### src/rtl/tsq_pkg.sv
`timescale 1ns / 1ps
// ----------------------------------------------------------------------------
// Two-stack queue package
// Shared types and constants for the queue built from two bounded stacks.
// ----------------------------------------------------------------------------
package tsq_pkg;

   localparam int DATA_WIDTH          = 32;
   localparam int STACK_DEPTH_DEFAULT = 128;

   localparam logic [DATA_WIDTH-1:0] EMPTY_VALUE = {DATA_WIDTH{1'b1}};

   typedef enum logic {
      ACTION_ENQ = 1'b0,
      ACTION_DEQ = 1'b1
   } action_type;

   typedef enum logic [1:0] {
      STATUS_ENQ   = 2'd0,
      STATUS_DROP  = 2'd1,
      STATUS_DEQ   = 2'd2,
      STATUS_EMPTY = 2'd3
   } status_type;

   typedef enum logic [1:0] {
      ST_IDLE,
      ST_MOVE,
      ST_POP,
      ST_POP_WAIT
   } state_type;

   typedef struct packed {
      logic enq;
      logic move_rd;
      logic move_wr;
      logic pop_rd;
      logic load_pop;
      logic load_empty;
   } cmd_type;

   typedef struct packed {
      logic in_empty;
      logic out_empty;
      logic move_pend;
      logic rsp_valid;
   } flags_type;

endpackage

### src/rtl/tsq_ctrl.sv
`timescale 1ns / 1ps
// ----------------------------------------------------------------------------
// Two-stack queue controller
// Sequences enqueue, stack transfer and pop operations on the datapath.
// ----------------------------------------------------------------------------
module tsq_ctrl import tsq_pkg::*; (
   input  logic      clock,
   input  logic      reset,
   input  logic      req_valid,
   input  logic      req_action,
   input  logic      rsp_ready,
   input  flags_type flags,
   output logic      req_ready,
   output cmd_type   cmd
);

   state_type state_ff;
   state_type state_in;
   logic      accept;

   always_ff @(posedge clock) begin
      if (reset) begin
         state_ff <= ST_IDLE;
      end else begin
         state_ff <= state_in;
      end
   end

   always_comb begin
      state_in  = state_ff;
      cmd       = '0;
      req_ready = 1'b0;
      accept    = 1'b0;
      case (state_ff)
         ST_IDLE: begin
            req_ready = !flags.rsp_valid || rsp_ready;
            accept    = req_valid && req_ready;
            if (accept) begin
               if (req_action == ACTION_ENQ) begin
                  cmd.enq = 1'b1;
               end else if (!flags.out_empty) begin
                  cmd.pop_rd = 1'b1;
                  state_in   = ST_POP_WAIT;
               end else if (flags.in_empty) begin
                  cmd.load_empty = 1'b1;
               end else begin
                  state_in = ST_MOVE;
               end
            end
         end
         ST_MOVE: begin
            cmd.move_rd = !flags.in_empty;
            cmd.move_wr = flags.move_pend;
            if (flags.in_empty && !flags.move_pend) begin
               state_in = ST_POP;
            end
         end
         ST_POP: begin
            cmd.pop_rd = 1'b1;
            state_in   = ST_POP_WAIT;
         end
         ST_POP_WAIT: begin
            cmd.load_pop = 1'b1;
            state_in     = ST_IDLE;
         end
         default: begin
            state_in = ST_IDLE;
         end
      endcase
   end

endmodule

### config.mk
export PLATFORM = sky130hd
export DESIGN_NAME = tsq_ctrl
export DESIGN_NICKNAME = d
export VERILOG_FILES = /design/src/rtl/tsq_pkg.sv /design/src/rtl/tsq_ctrl.sv
export SDC_FILE = /design/constraint.sdc
export NUM_CORES = 1
export LEC_CHECK = 0
export BUFFER_PORTS_ARGS = -buffer_cell sky130_fd_sc_hd__buf_4
export CORE_AREA = 3 3 40 42
export DETAILED_ROUTE_END_ITERATION = 12
export DIE_AREA = 0 0 43 45
export GPL_TIMING_DRIVEN = 0
export SLEW_MARGIN = 20
export SYNTH_ARGS = -nofsm -noshare
export SYNTH_HDL_FRONTEND = slang
export SYNTH_SLANG_ARGS = --single-unit
### constraint.sdc
create_clock -name clock -period 1.25 [get_ports clock]
set_input_delay 0.1875 -clock clock [delete_from_list [all_inputs] [get_ports clock]]
set_output_delay 0.1875 -clock clock [all_outputs]
set_load 0.02 [all_outputs]
==> results of run 1 <==
power by group:
group | leakage, nW | internal, W | total, W | switching [W]
Clock | 0.0138 | 0.000105 | 0.000136 | 0.0000310
Sequential | 0.0172 | 0.0000944 | 0.000116 | 0.0000211
Combinational | 0.222 | 0.000413 | 0.000736 | 0.000323
stage by stage:
step	util, %	hold slack (ns)
CTS	38.75	0.1516
global route	41.29	0.1451
detailed placement	30.28	0.3871
floorplan	-	0.2662
global placement	30.28	0.3789
finish	41.29	0.1415
Yosys cell counts:
cell	count
nand3_1	2
inv_1	5
and3b_1	1
dfxtp_1	2
mux2i_1	1
o211ai_2	1
o21ai_4	1
nor2_1	4
and2_2	1
a221oi_1	1
and2_1	1
nor2b_1	1
a31o_2	1
and3_4	1
ha_1	4
mux2_2	1
nand2b_4	1
metal layers:
layer | vias up | track usage [%] | routed length [µm]
met5 | - | 0 | 0
met1 | 130 | 8.353 | 281
met3 | 0 | 2.390 | 16
li1 | 146 | - | -
met2 | 6 | 14.07 | 380
met4 | 0 | 3.614 | 0
area by class of cell:
class	count	area (µm²)
clock buffer	3	22.52
fill	126	754.5
inverter	5	21.27
multi-input combinational	22	245.2
sequential	2	42.54
tap	15	18.77
timing repair buffer	21	180.2
path summary, 6_finish.rpt:
check	start	end	slack [ns]	cells after the start
worst max-delay path	state_ff[1]	cmd[5]	-0.16	5
worst min-delay path	reset	state_ff[0]	0.14	2
worst max register to register	state_ff[0]	state_ff[1]	0	5
worst min register to register	state_ff[0]	state_ff[0]	0.60	3
cell families after synthesis:
kind of cell               count (synthesis)  share of synthesized area (%)
and+or+nand+nor                           12                          30.88
buffers and inverters                      5                          7.354
AOI/OAI and AO/OA                          4                          18.14
adders and majority gates                  4                          19.61
muxes                                      2                          8.333
DFF                                        2                          15.69
repair_timing:
item | 4_1_cts | 5_1_grt
pin swaps | 0 | 3
resized for setup | 17 | 5
endpoints found under the setup margin | 8 | 9
buffers inserted | 4 | 3
hold endpoints to repair | 0 | 0
hold buffers | 0 | 0
worst max-delay path: stages (launching register included):
cell and delay [ns]:
dfxtp_2 0.34, inv_4 0.05, ha_4 0.17, and2_4 0.13
and3b_2 0.19, buf_6 0.13
==> metrics list, run 1 <==
- Ports: 16
* Largest register FFs: 2
* Share of the clock period used by the worst path after layout: 113.0%
* Average via count per standard cell: approximately 4.1
* Average wire per standard cell: 9.956 µm
- The die is between 40 and 50 µm wide.
* Hold Violations, Final: 0
* Die outline area: 0.001935 mm²
- In this run the core area contains 13 standard-cell rows.
* Biggest register: state_ff
- Total via count in the routed design: ~280
- Placement Cell Area: 389.1 µm²
- Worst setup margin: -0.1621 ns
- Final std cells w/o fill: between 60 and 70
- The worst setup path is of the flop to output pin kind.
- Data required, critical path: 1.06 ns
- Summed over all nets, the half-perimeter wirelength after detailed placement is about 490 µm.
- Leakage component of the power: around 0.25 nW
* Cell Pwr Density: 1863 mW/mm²
- Max FO, Critical Path: 5
* Floorplan die height: around 45 µm
* Post-synth cell types: 17
* Port Buf Inserts: 15
- Most common cell after layout, fill and taps aside: buf_4
* TritonCTS clock tree: done
- Area growth from synthesis to layout: 107.8%
* Number of failing setup endpoints in the final timing report: 7
* Total gr overflow: 0
* Post-route ant nets: 0
- The share of the Yosys chip area taken by registers is 15.69%.
- Max-cap violations in this run came to 0.
* DRT Wirelength: around 680 µm
- Buffers inserted during clock tree synthesis total 3.
- Clock skew after layout: between 0.001 and 0.0015 ns
- The longest clock path from root to sink contains 2 buffers.
- The synthesized netlist occupies a cell area of 255.2 µm².
* Diode count: 0
- For the worst setup path, the data arrival time is roughly 1.2 ns.
- Clock root buffer: clkbuf_4
* Pin slew with the least headroom to its limit: 0.1899 ns
- Entering global routing, the biggest net connects 6 pins.
* Htree depth: 1
- The first detailed-routing pass ran for 4 iterations.
* Result of the run: finished with violations
- Dpl ws: -0.1464 ns
- RePlAce Congestion: 0.7784
- Synth area leader: ha_1
- In the global route stage, overall resource usage came out at roughly 7.8%.
- The final count of pins violating max slew came to 0.
- After detailed routing, the number of remaining DRC violations is 0.
- At the later pin of the worst-skew pair, clock insertion delay measures approximately 0.22 ns.
* Violations in the final reports: negative setup slack
- VDD IR-drop max: about 0.00058 V
- Initial core utilization: 19.86%
- Averaged over all synthesized cells, the footprint is roughly 8.8 µm².
* Share of layout cells above drive strength 1: 83.02%
* Syn Nets: 42
* RSZ-0062 raised after global routing: true
- STA classifies the critical path endpoint as an output pin.
- Total Neg Setup Slack: -0.5022 ns
- The number of global-route vias before repair is a little under 300.
- Worst slew margin relative to its limit: between 80% and 90%
- The Yosys step of the flow raised 0 warnings.
- By area the synthesized netlist is led by ha_1 (20%), dfxtp_1 (16%), inv_1 (7.4%).
- Portion of synthesized cell area occupied by the leading cell type: 19.61%
* CP Launch Type: flop
- Number of design-rule violations left by the first detailed-router iteration: 3
* Number of antenna violations at the first check in global routing: 0
- F_max: between 0.7 and 0.8 GHz
- In the final layout, the registers with the most flip-flops are state_ff: 2 flops.
- Min-Delay Path Class: input port to flop
* Area of the core: around 0.0013 mm²
- Total chip power: 0.0009883 W
- First-pass GRT wire length: 1138 µm
- Nets: 68
- Number of clock sinks: 2
- Summing all non-filler instances in the final layout gives an area of 530.5 µm².
- The synthesized design contains 2 register bits.
- Number of instances in the synthesized netlist: 29
* Commonest cells after routing, fill and taps aside: buf_4 (15), buf_6 (6), nor2_1 (4)
- Total instance count after detailed placement: 59
* Minimum period implied by the final worst setup slack: 1.412 ns
- CTS clk-pin slew, worst paths: ~0.030 ns
Power figures use the tool's default switching activity.
==> inputs of run 2 (changes only) <==
Settings changed: ABC_AREA from default to 1, BUFFER_PORTS_ARGS -buffer_cell sky130_fd_sc_hd__buf_4 to default, DONT_BUFFER_PORTS from default to 1.
==> metrics list, run 2 <==
- Result of the run: finished with violations (unchanged).
* Violations in the final reports: negative setup slack (unchanged)
* Count of filler cells inserted in the layout: 141 (was 126)
- Average cell area after synthesis: 5.829 µm² (was 8.802 µm²)
- The HPWL reported at the end of detailed placement is 463.4 µm (was 494.5 µm).
* Total track usage: 8.652% (was 7.801%)
* Post-detailed-route DRC marker count: 0 (unchanged)
* RePlAce Congestion: 0.6809 (was 0.7784)
- Die outline area: 0.001935 mm² (unchanged)
- Post-Route Hold Slack: 0.1206 ns (was 0.1415 ns)
- Most frequent cells after synthesis: nand2_1 (15), inv_1 (9), ha_1 (4), inv_2 (3) (was inv_1 (5), ha_1 (4), nor2_1 (4), dfxtp_1 (2), nand3_1 (2))
- Met3 Wirelength: 68 µm (was 16 µm)
* CTS clk-pin slew, worst paths: 0.03 ns (about the same)
* Number of clock sinks: 2 (unchanged)
* Max FO, Critical Path: 6 (was 5)
- The critical path launch point type was a flop (unchanged).
* Number of antenna violations at the first check in global routing: 0 (unchanged)
- Width of the die: 43 µm (unchanged)
* EDFF count, synth: 0 (unchanged)
- Total gr overflow: 0 (unchanged)
* Average wire per standard cell: 11.26 µm (was 9.956 µm)
- Share of layout cells above drive strength 1: 60.38% (was 83.02%)
- Minimum period implied by the final worst setup slack: 1.319 ns (was 1.412 ns)
* F_max: 0.7580 GHz (was 0.7082 GHz)
- The final count of pins violating max slew was 0 (unchanged).
- The number of cells in the finished layout apart from fillers came to 68 (unchanged).
* Most common cell in the synthesized netlist: nand2_1 (was inv_1)
- Total of hold buffers inserted after clock tree synthesis: 0 (unchanged)
- Number of iterations in the first detailed-routing pass: 4 (unchanged)
- Wire length on met1: 265 µm (was 281 µm)
* VDD IR-drop max: 0.0005618 V (was 0.0005816 V)
- The highest routed metal layer is met3 (unchanged).
- The flop and latch count out of synthesis is 2 (unchanged).
- Share of the clock period used by the worst path after layout: 105.5% (was 113.0%)
- Synth area leader: nand2_1 (was ha_1)
- Biggest regs: state_ff: 2 flops (unchanged)
- The number of warnings printed during yosys synthesis was 0 (unchanged).
* Crit-path max cell delay: 0.32 ns (was 0.34 ns)
- Total via count in the routed design: 295 (was 282)
- Portion of synthesized cell area occupied by the leading cell type: 21.95% (was 19.61%)
- Htree depth: 1 (unchanged)
- Total Neg Setup Slack: -0.2032 ns (was -0.5022 ns)
* Data required, critical path: 1.06 ns (about the same)
- The type of destination of the critical path was an output pin (unchanged).
- The minimum setup slack in the final design was -0.06932 ns (was -0.1621 ns).
- The antenna diode count is 0 (unchanged).
- Min-Delay Path Class: input port to flop (unchanged)
* Post-synth cell types: 13 (was 17)
- Number of failing setup endpoints in the final timing report: 4 (was 7)
* Biggest area contributors in the synthesized netlist: nand2_1 (22%), ha_1 (20%), dfxtp_1 (16%) (was ha_1 (20%), dfxtp_1 (16%), inv_1 (7.4%))
* Vias in the first global route: 299 (was 297)
- The worst clock skew is 0.003429 ns (was 0.001407 ns).
- The number of rows created at floorplan is 13 (unchanged).
- The first-iteration detailed-routing DRC count was 2 (was 3).
- The routed via count divided by cell count is 4.338 (was 4.147).
* Syn Nets: 57 (was 42)
* Data arrival time of the critical path: 1.13 ns (was 1.22 ns)
* Biggest register: state_ff (unchanged)
* TritonCTS clock tree: done (unchanged)
* Sequential fraction of the synthesis area: 15.61% (was 15.69%)
- Largest register FFs: 2 (unchanged)
- Cell Pwr Density: 2009 mW/mm² (was 1863 mW/mm²)
- The height of the die is 45 µm (unchanged).
- The commonest non-fill, non-tap cell in the layout is nand2_1 (was buf_4).
- Total instance count after detailed placement: 59 (unchanged)
- Area growth from synthesis to layout: 71.22% (was 107.8%)
* CP Class: flop to output pin (unchanged)
- Initial core utilization: 19.96% (was 19.86%)
- Post-synthesis instance area: 256.5 µm² (was 255.2 µm²)
- Ports: 16 (unchanged)
* Area of the core: 0.001285 mm² (unchanged)
- The final wirelength was 766 µm (was 677 µm).
- Pin slew with the least headroom to its limit: 0.2841 ns (was 0.1899 ns)
- The slowest cell on the critical path is dfxtp_2 (unchanged).
- The count of final hold-check violations was 0 (unchanged).
- The number of max-cap violations was 0 (unchanged).
- RSZ-0062 raised after global routing: true (unchanged).
- CP cell instances: inv_4 -> ha_4 -> inv_8 -> nor3_4 (was inv_4 -> ha_4 -> and2_4 -> and3b_2 -> buf_6)
- Nets: 68 (unchanged)
* Cts bufs inserted: 3 (unchanged)
- Leakage component of the power: 0.2229 nW (was 0.2526 nW)
- Clock tree buffer depth: 2 (unchanged)
* Commonest cells after routing, fill and taps aside: nand2_1 (12), buf_4 (6), inv_1 (5), inv_2 (5) (was buf_4 (15), buf_6 (6), nor2_1 (4))
- The port buffer count came to 0 (was 15).
- The clock tree root driver cell was clkbuf_4 (unchanged).
* Number of instances in the synthesized netlist: 44 (was 29)
- The remaining antenna violation count was 0 (unchanged).
- The worst-case headroom to the max-slew limit was 81.00% (was 87.34%).
* Wire length on met2: 432 µm (was 380 µm)
* First-pass GRT wire length: 1166 µm (was 1138 µm)
- Asr flop ratio synth: 0% (unchanged)
- Main flop type after synthesis: dfxtp_1 (unchanged)
* Clock latency reported for the late side of the worst-skew pair: 0.23 ns (was 0.22 ns)
- Largest net degree at the start of global routing: 7 (was 6)
==> run 2: cell families after synthesis <==
| kind of cell | synth area share (%) |
|---|---|
| flops | 15.61 |
| fa+ha+maj | 19.51 |
| buf+inv | 17.56 |
| compound gates | 11.22 |
| simple gates | 36.09 |
==> run 2: layout make-up <==
class | instances | area, µm² | area share, %
Timing Repair Buffer | 6 | 45.04 | 10.26
Tap cell | 15 | 18.77 | 4.274
Inverter | 12 | 55.05 | 12.54
Clock buffer | 3 | 22.52 | 5.128
Sequential cell | 2 | 42.54 | 9.687
Multi-Input combinational cell | 30 | 255.2 | 58.12
==> run 2: worst max-delay path: cells and delay by family (launching register included) <==
kind | cells | cell delay, ns
buffers and inverters | 2 | 0.12
adders and majority gates | 1 | 0.18
DFF | 1 | 0.32
and+or+nand+nor | 1 | 0.28
==> run 2: where the power goes <==
part | total [W] | internal [W] | switching [W]
Combinational | 0.000629 | 0.000260 | 0.000369
Sequential | 0.000108 | 0.0000893 | 0.0000182
Clock | 0.000146 | 0.000106 | 0.0000397
Total | 0.000882 | 0.000455 | 0.000427
==> run 2: final timing paths <==
check / startpoint / endpoint / slack, ns / cells past startpoint
worst max-delay path: state_ff[1] / cmd[5] / -0.07 / 4
worst min-delay path: reset / state_ff[1] / 0.12 / 3
worst max register to register: state_ff[0] / state_ff[1] / 0.03 / 8
worst min register to register: state_ff[1] / state_ff[1] / 0.63 / 3
==> run 2: routing by layer <==
| layer | up-vias | GRT usage, % |
|---|---|---|
| met5 | - | 0 |
| met4 | 0 | 7.229 |
| met3 | 0 | 4.781 |
| met2 | 14 | 13.77 |
| met1 | 133 | 8.173 |
| li1 | 148 | - |
==> run 2: per-stage QoR <==
stage | instance area (µm²) | worst slack (ns) | power [W] | utilization (%)
6_report | 439.2 | -0.06932 | 0.0008823 | 34.18
5_1_grt | 439.2 | -0.1170 | 0.0009603 | 34.18
4_1_cts | 395.4 | -0.06606 | 0.0007950 | 30.77
3_5_place_dp | 285.3 | -0.06858 | 0.0004411 | 22.20
3_3_place_gp | 285.3 | -0.05256 | 0.0004361 | 22.20
2_1_floorplan | 266.5 | 0.02279 | 0.0003930 | -
==> run 2: timing repair <==
action / 4_1_cts / 5_1_grt
endpoints found under the setup margin: 8 / 8
setup buffers: 5 / 1
resized for setup: 16 / 9
pin swaps: 4 / 7
==> inputs of run 3 (changes only) <==
Settings changed: BUFFER_PORTS_ARGS from default to -buffer_cell sky130_fd_sc_hd__buf_4, DONT_BUFFER_PORTS 1 to default, GPL_TIMING_DRIVEN 0 to default, REMOVE_ABC_BUFFERS from default to 1.
==> metrics list, run 3 (synthesis results as in run 2) <==
- The first-iteration detailed-routing DRC count came to 2 (unchanged).
- Average via count per standard cell: 4.038 (was 4.338)
- TritonCTS clock tree: done (unchanged)
- Count of filler cells inserted in the layout: 147 (was 141)
- The commonest non-fill, non-tap cell in the layout was buf_4 (was nand2_1).
- The clock network fraction of total power was 16.6% (was 16.5%).
- Slowest library cell on the worst path: dfxtp_2 (unchanged)
* Data required, critical path: 1.06 ns (about the same)
* Power dissipated by switching net loads: 0.0003750 W (was 0.0004268 W)
- Number of iterations in the first detailed-routing pass: 2 (was 4)
- VDD IR-drop max: 0.0005854 V (was 0.0005618 V)
- Total chip power: 0.0008348 W (was 0.0008823 W)
* Nets: 80 (was 68)
* RePlAce Congestion: 0.7795 (was 0.6809)
* Vias in the first global route: 315 (was 299)
* Clock root buffer: clkbuf_4 (unchanged)
* Hold Violations, Final: 0 (unchanged)
- The kind of path behind the tightest hold check was input port to flop (unchanged).
- The post-layout utilization of the core is 38.46% (was 34.18%).
* Violations in the final reports: negative setup slack (unchanged)
- Proportion of power drawn by combinational gates: 70.4% (was 71.3%)
* Clock skew after layout: 0.001299 ns (was 0.003429 ns)
- Max-slew violation total from the final report: 0 (unchanged)
- Commonest cells after routing, fill and taps aside: buf_4 (16), nand2_1 (14), inv_1 (7) (was nand2_1 (12), buf_4 (6), inv_1 (5), inv_2 (5))
- Floorplan die height: 45 µm (unchanged)
* Clock latency reported for the late side of the worst-skew pair: 0.22 ns (was 0.23 ns)
- The type of destination of the critical path was an output pin (unchanged).
- The growth of design area from synthesis to finish is 92.68% (was 71.22%).
- Worst setup margin: -0.06930 ns (was -0.06932 ns)
- The fraction of layout cells with a size suffix above 1 is 56.92% (was 60.38%).
- Largest net degree at the start of global routing: 5 (was 7)
- Worst slew margin relative to its limit: 89.46% (was 81.00%)
- Area of the core: 0.001285 mm² (unchanged)
- Minimum period implied by the final worst setup slack: 1.319 ns (about the same)
* Diode count: 0 (unchanged)
- The register with the most flip-flops is state_ff (unchanged).
- DRT Wirelength: 722 µm (was 766 µm)
* Internal reg-to-reg setup slack: 0.02 ns (was 0.03 ns)
- CP Class: flop to output pin (unchanged)
- Htree depth: 1 (unchanged)
* Pin slew with the least headroom to its limit: 0.1578 ns (was 0.2841 ns)
- First-pass GRT wire length: 1200 µm (was 1166 µm)
- The maximum frequency from static timing analysis is 0.7580 GHz (about the same).
* Cell Pwr Density: 1689 mW/mm² (was 2009 mW/mm²)
* Crit-path max cell delay: 0.33 ns (was 0.32 ns)
* Total gr overflow: 0 (unchanged)
- Die outline area: 0.001935 mm² (unchanged)
- The routed via count came to 323 (was 295).
* Clock tree buffer depth: 2 (unchanged)
- The power share of the sequential group came to 13.0% (was 12.2%).
- The remaining antenna violation count came to 0 (unchanged).
* Data arrival time of the critical path: 1.13 ns (about the same)
* Maximum Capacitance Violations: 0 (unchanged)
- Initial core utilization: 19.96% (unchanged)
- Result of the run: finished with violations (unchanged)
- Switching Share: 44.92% (was 48.37%)
* Largest register FFs: 2 (unchanged)
* Cts bufs inserted: 3 (unchanged)
- The number of rows created at floorplan came to 13 (unchanged).
* Leakage component of the power: 0.2813 nW (was 0.2229 nW)
- The post-route setup TNS came to -0.1919 ns (was -0.2032 ns).
- Total instance count after detailed placement: 75 (was 59)
- Number of clock sinks: 2 (unchanged)
- Number of antenna violations at the first check in global routing: 0 (unchanged)
- Biggest regs: state_ff: 2 flops (unchanged).
- The final routed wire length divided by cell count came to 9.025 µm (was 11.26 µm).
* RSZ-0062 raised after global routing: true (unchanged)
* Max FO, Critical Path: 4 (was 6)
- Family of cells with the greatest summed delay on the critical path: flip-flops (unchanged)
- Detailed placement HPWL: 543.3 µm (was 463.4 µm)
* Final std cells w/o fill: 80 (was 68)
- Ports: 16 (unchanged)
- The die span in x was 43 µm (unchanged).
- The final hold slack is 0.2131 ns (was 0.1206 ns).
- Number of failing setup endpoints in the final timing report: 4 (unchanged)
* Share of the clock period used by the worst path after layout: 105.5% (about the same)
* Port Buf Inserts: 15 (was 0)
* Total track usage: 8.229% (was 8.652%)
- The residual DRC count was 0 (unchanged).
* CTS clk-pin slew, worst paths: 0.03 ns (about the same)
- CP Launch Type: flop (unchanged)
- CP cell instances: inv_4 -> ha_4 -> inv_6 -> nor3_4 -> buf_6 (was inv_4 -> ha_4 -> inv_8 -> nor3_4).
- Internal portion of total power: 0.0004598 W (was 0.0004555 W)
* Total of hold buffers inserted after clock tree synthesis: 0 (unchanged)
* Count of buffering cells on the critical path with inverters included: 3 (was 2)
-- run 3: worst register-to-register path: stages, from the launching register on --
cell,delay (ns)
dfxtp_2,0.35
inv_4,0.05
ha_4,0.18
inv_6,0.07
buf_4,0.13
nor2_4,0.04
nor2_4,0.12
nand3_1,0.08
nand2_1,0.06
nor2_1,0.04
-- run 3: layout make-up --
class	instances	area (µm²)	share of cell area [%]
Clock buffer	3	22.52	4.557
Inverter	12	52.55	10.63
Multi-Input combinational cell	30	215.2	43.54
Sequential cell	2	42.54	8.608
Tap cell	15	18.77	3.797
Timing Repair Buffer	18	142.6	28.86
-- run 3: what timing repair did --
action,CTS,global route
endpoints found under the hold margin,0,0
setup buffers,2,0
endpoints found under the setup margin,7,8
pin swaps,4,3
gates resized for setup,12,8
-- run 3: through the flow --
step | worst slack (ns) | cell area [µm²]
after floorplan | -0.1319 | 256.5
after global placement | -0.02623 | 395.4
after detailed placement | -0.05842 | 395.4
after CTS | -0.09483 | 466.7
after global routing | -0.1242 | 494.2
final | -0.06930 | 494.2
-- run 3: power by group through the flow --
| stage | clock (W) | combinational, W | sequential (W) |
|---|---|---|---|
| 3_5_place_dp | 0 | 0.000430 | 0.0000986 |
| 3_3_place_gp | 0 | 0.000425 | 0.0000978 |
| 5_1_grt | 0.000150 | 0.000651 | 0.000111 |
| 4_1_cts | 0.000149 | 0.000537 | 0.000105 |
| 2_1_floorplan | 0 | 0.000284 | 0.0000999 |
| 6_report | 0.000139 | 0.000588 | 0.000109 |
-- run 3: layer usage --
metal	vias to the layer above	GRT usage [%]	routed length, µm
met3	0	1.195	48
met5	-	0	0
met2	7	14.67	384
li1	173	-	-
met1	143	9.113	289
met4	0	5.422	0
-- run 3: worst paths after layout --
check / startpoint / to / cells after the start
hold reg to reg: state_ff[0] / state_ff[0] / 3
setup reg to reg: state_ff[0] / state_ff[1] / 9
setup / recovery: state_ff[0] / cmd[5] / 5
hold / removal: reset / state_ff[1] / 4
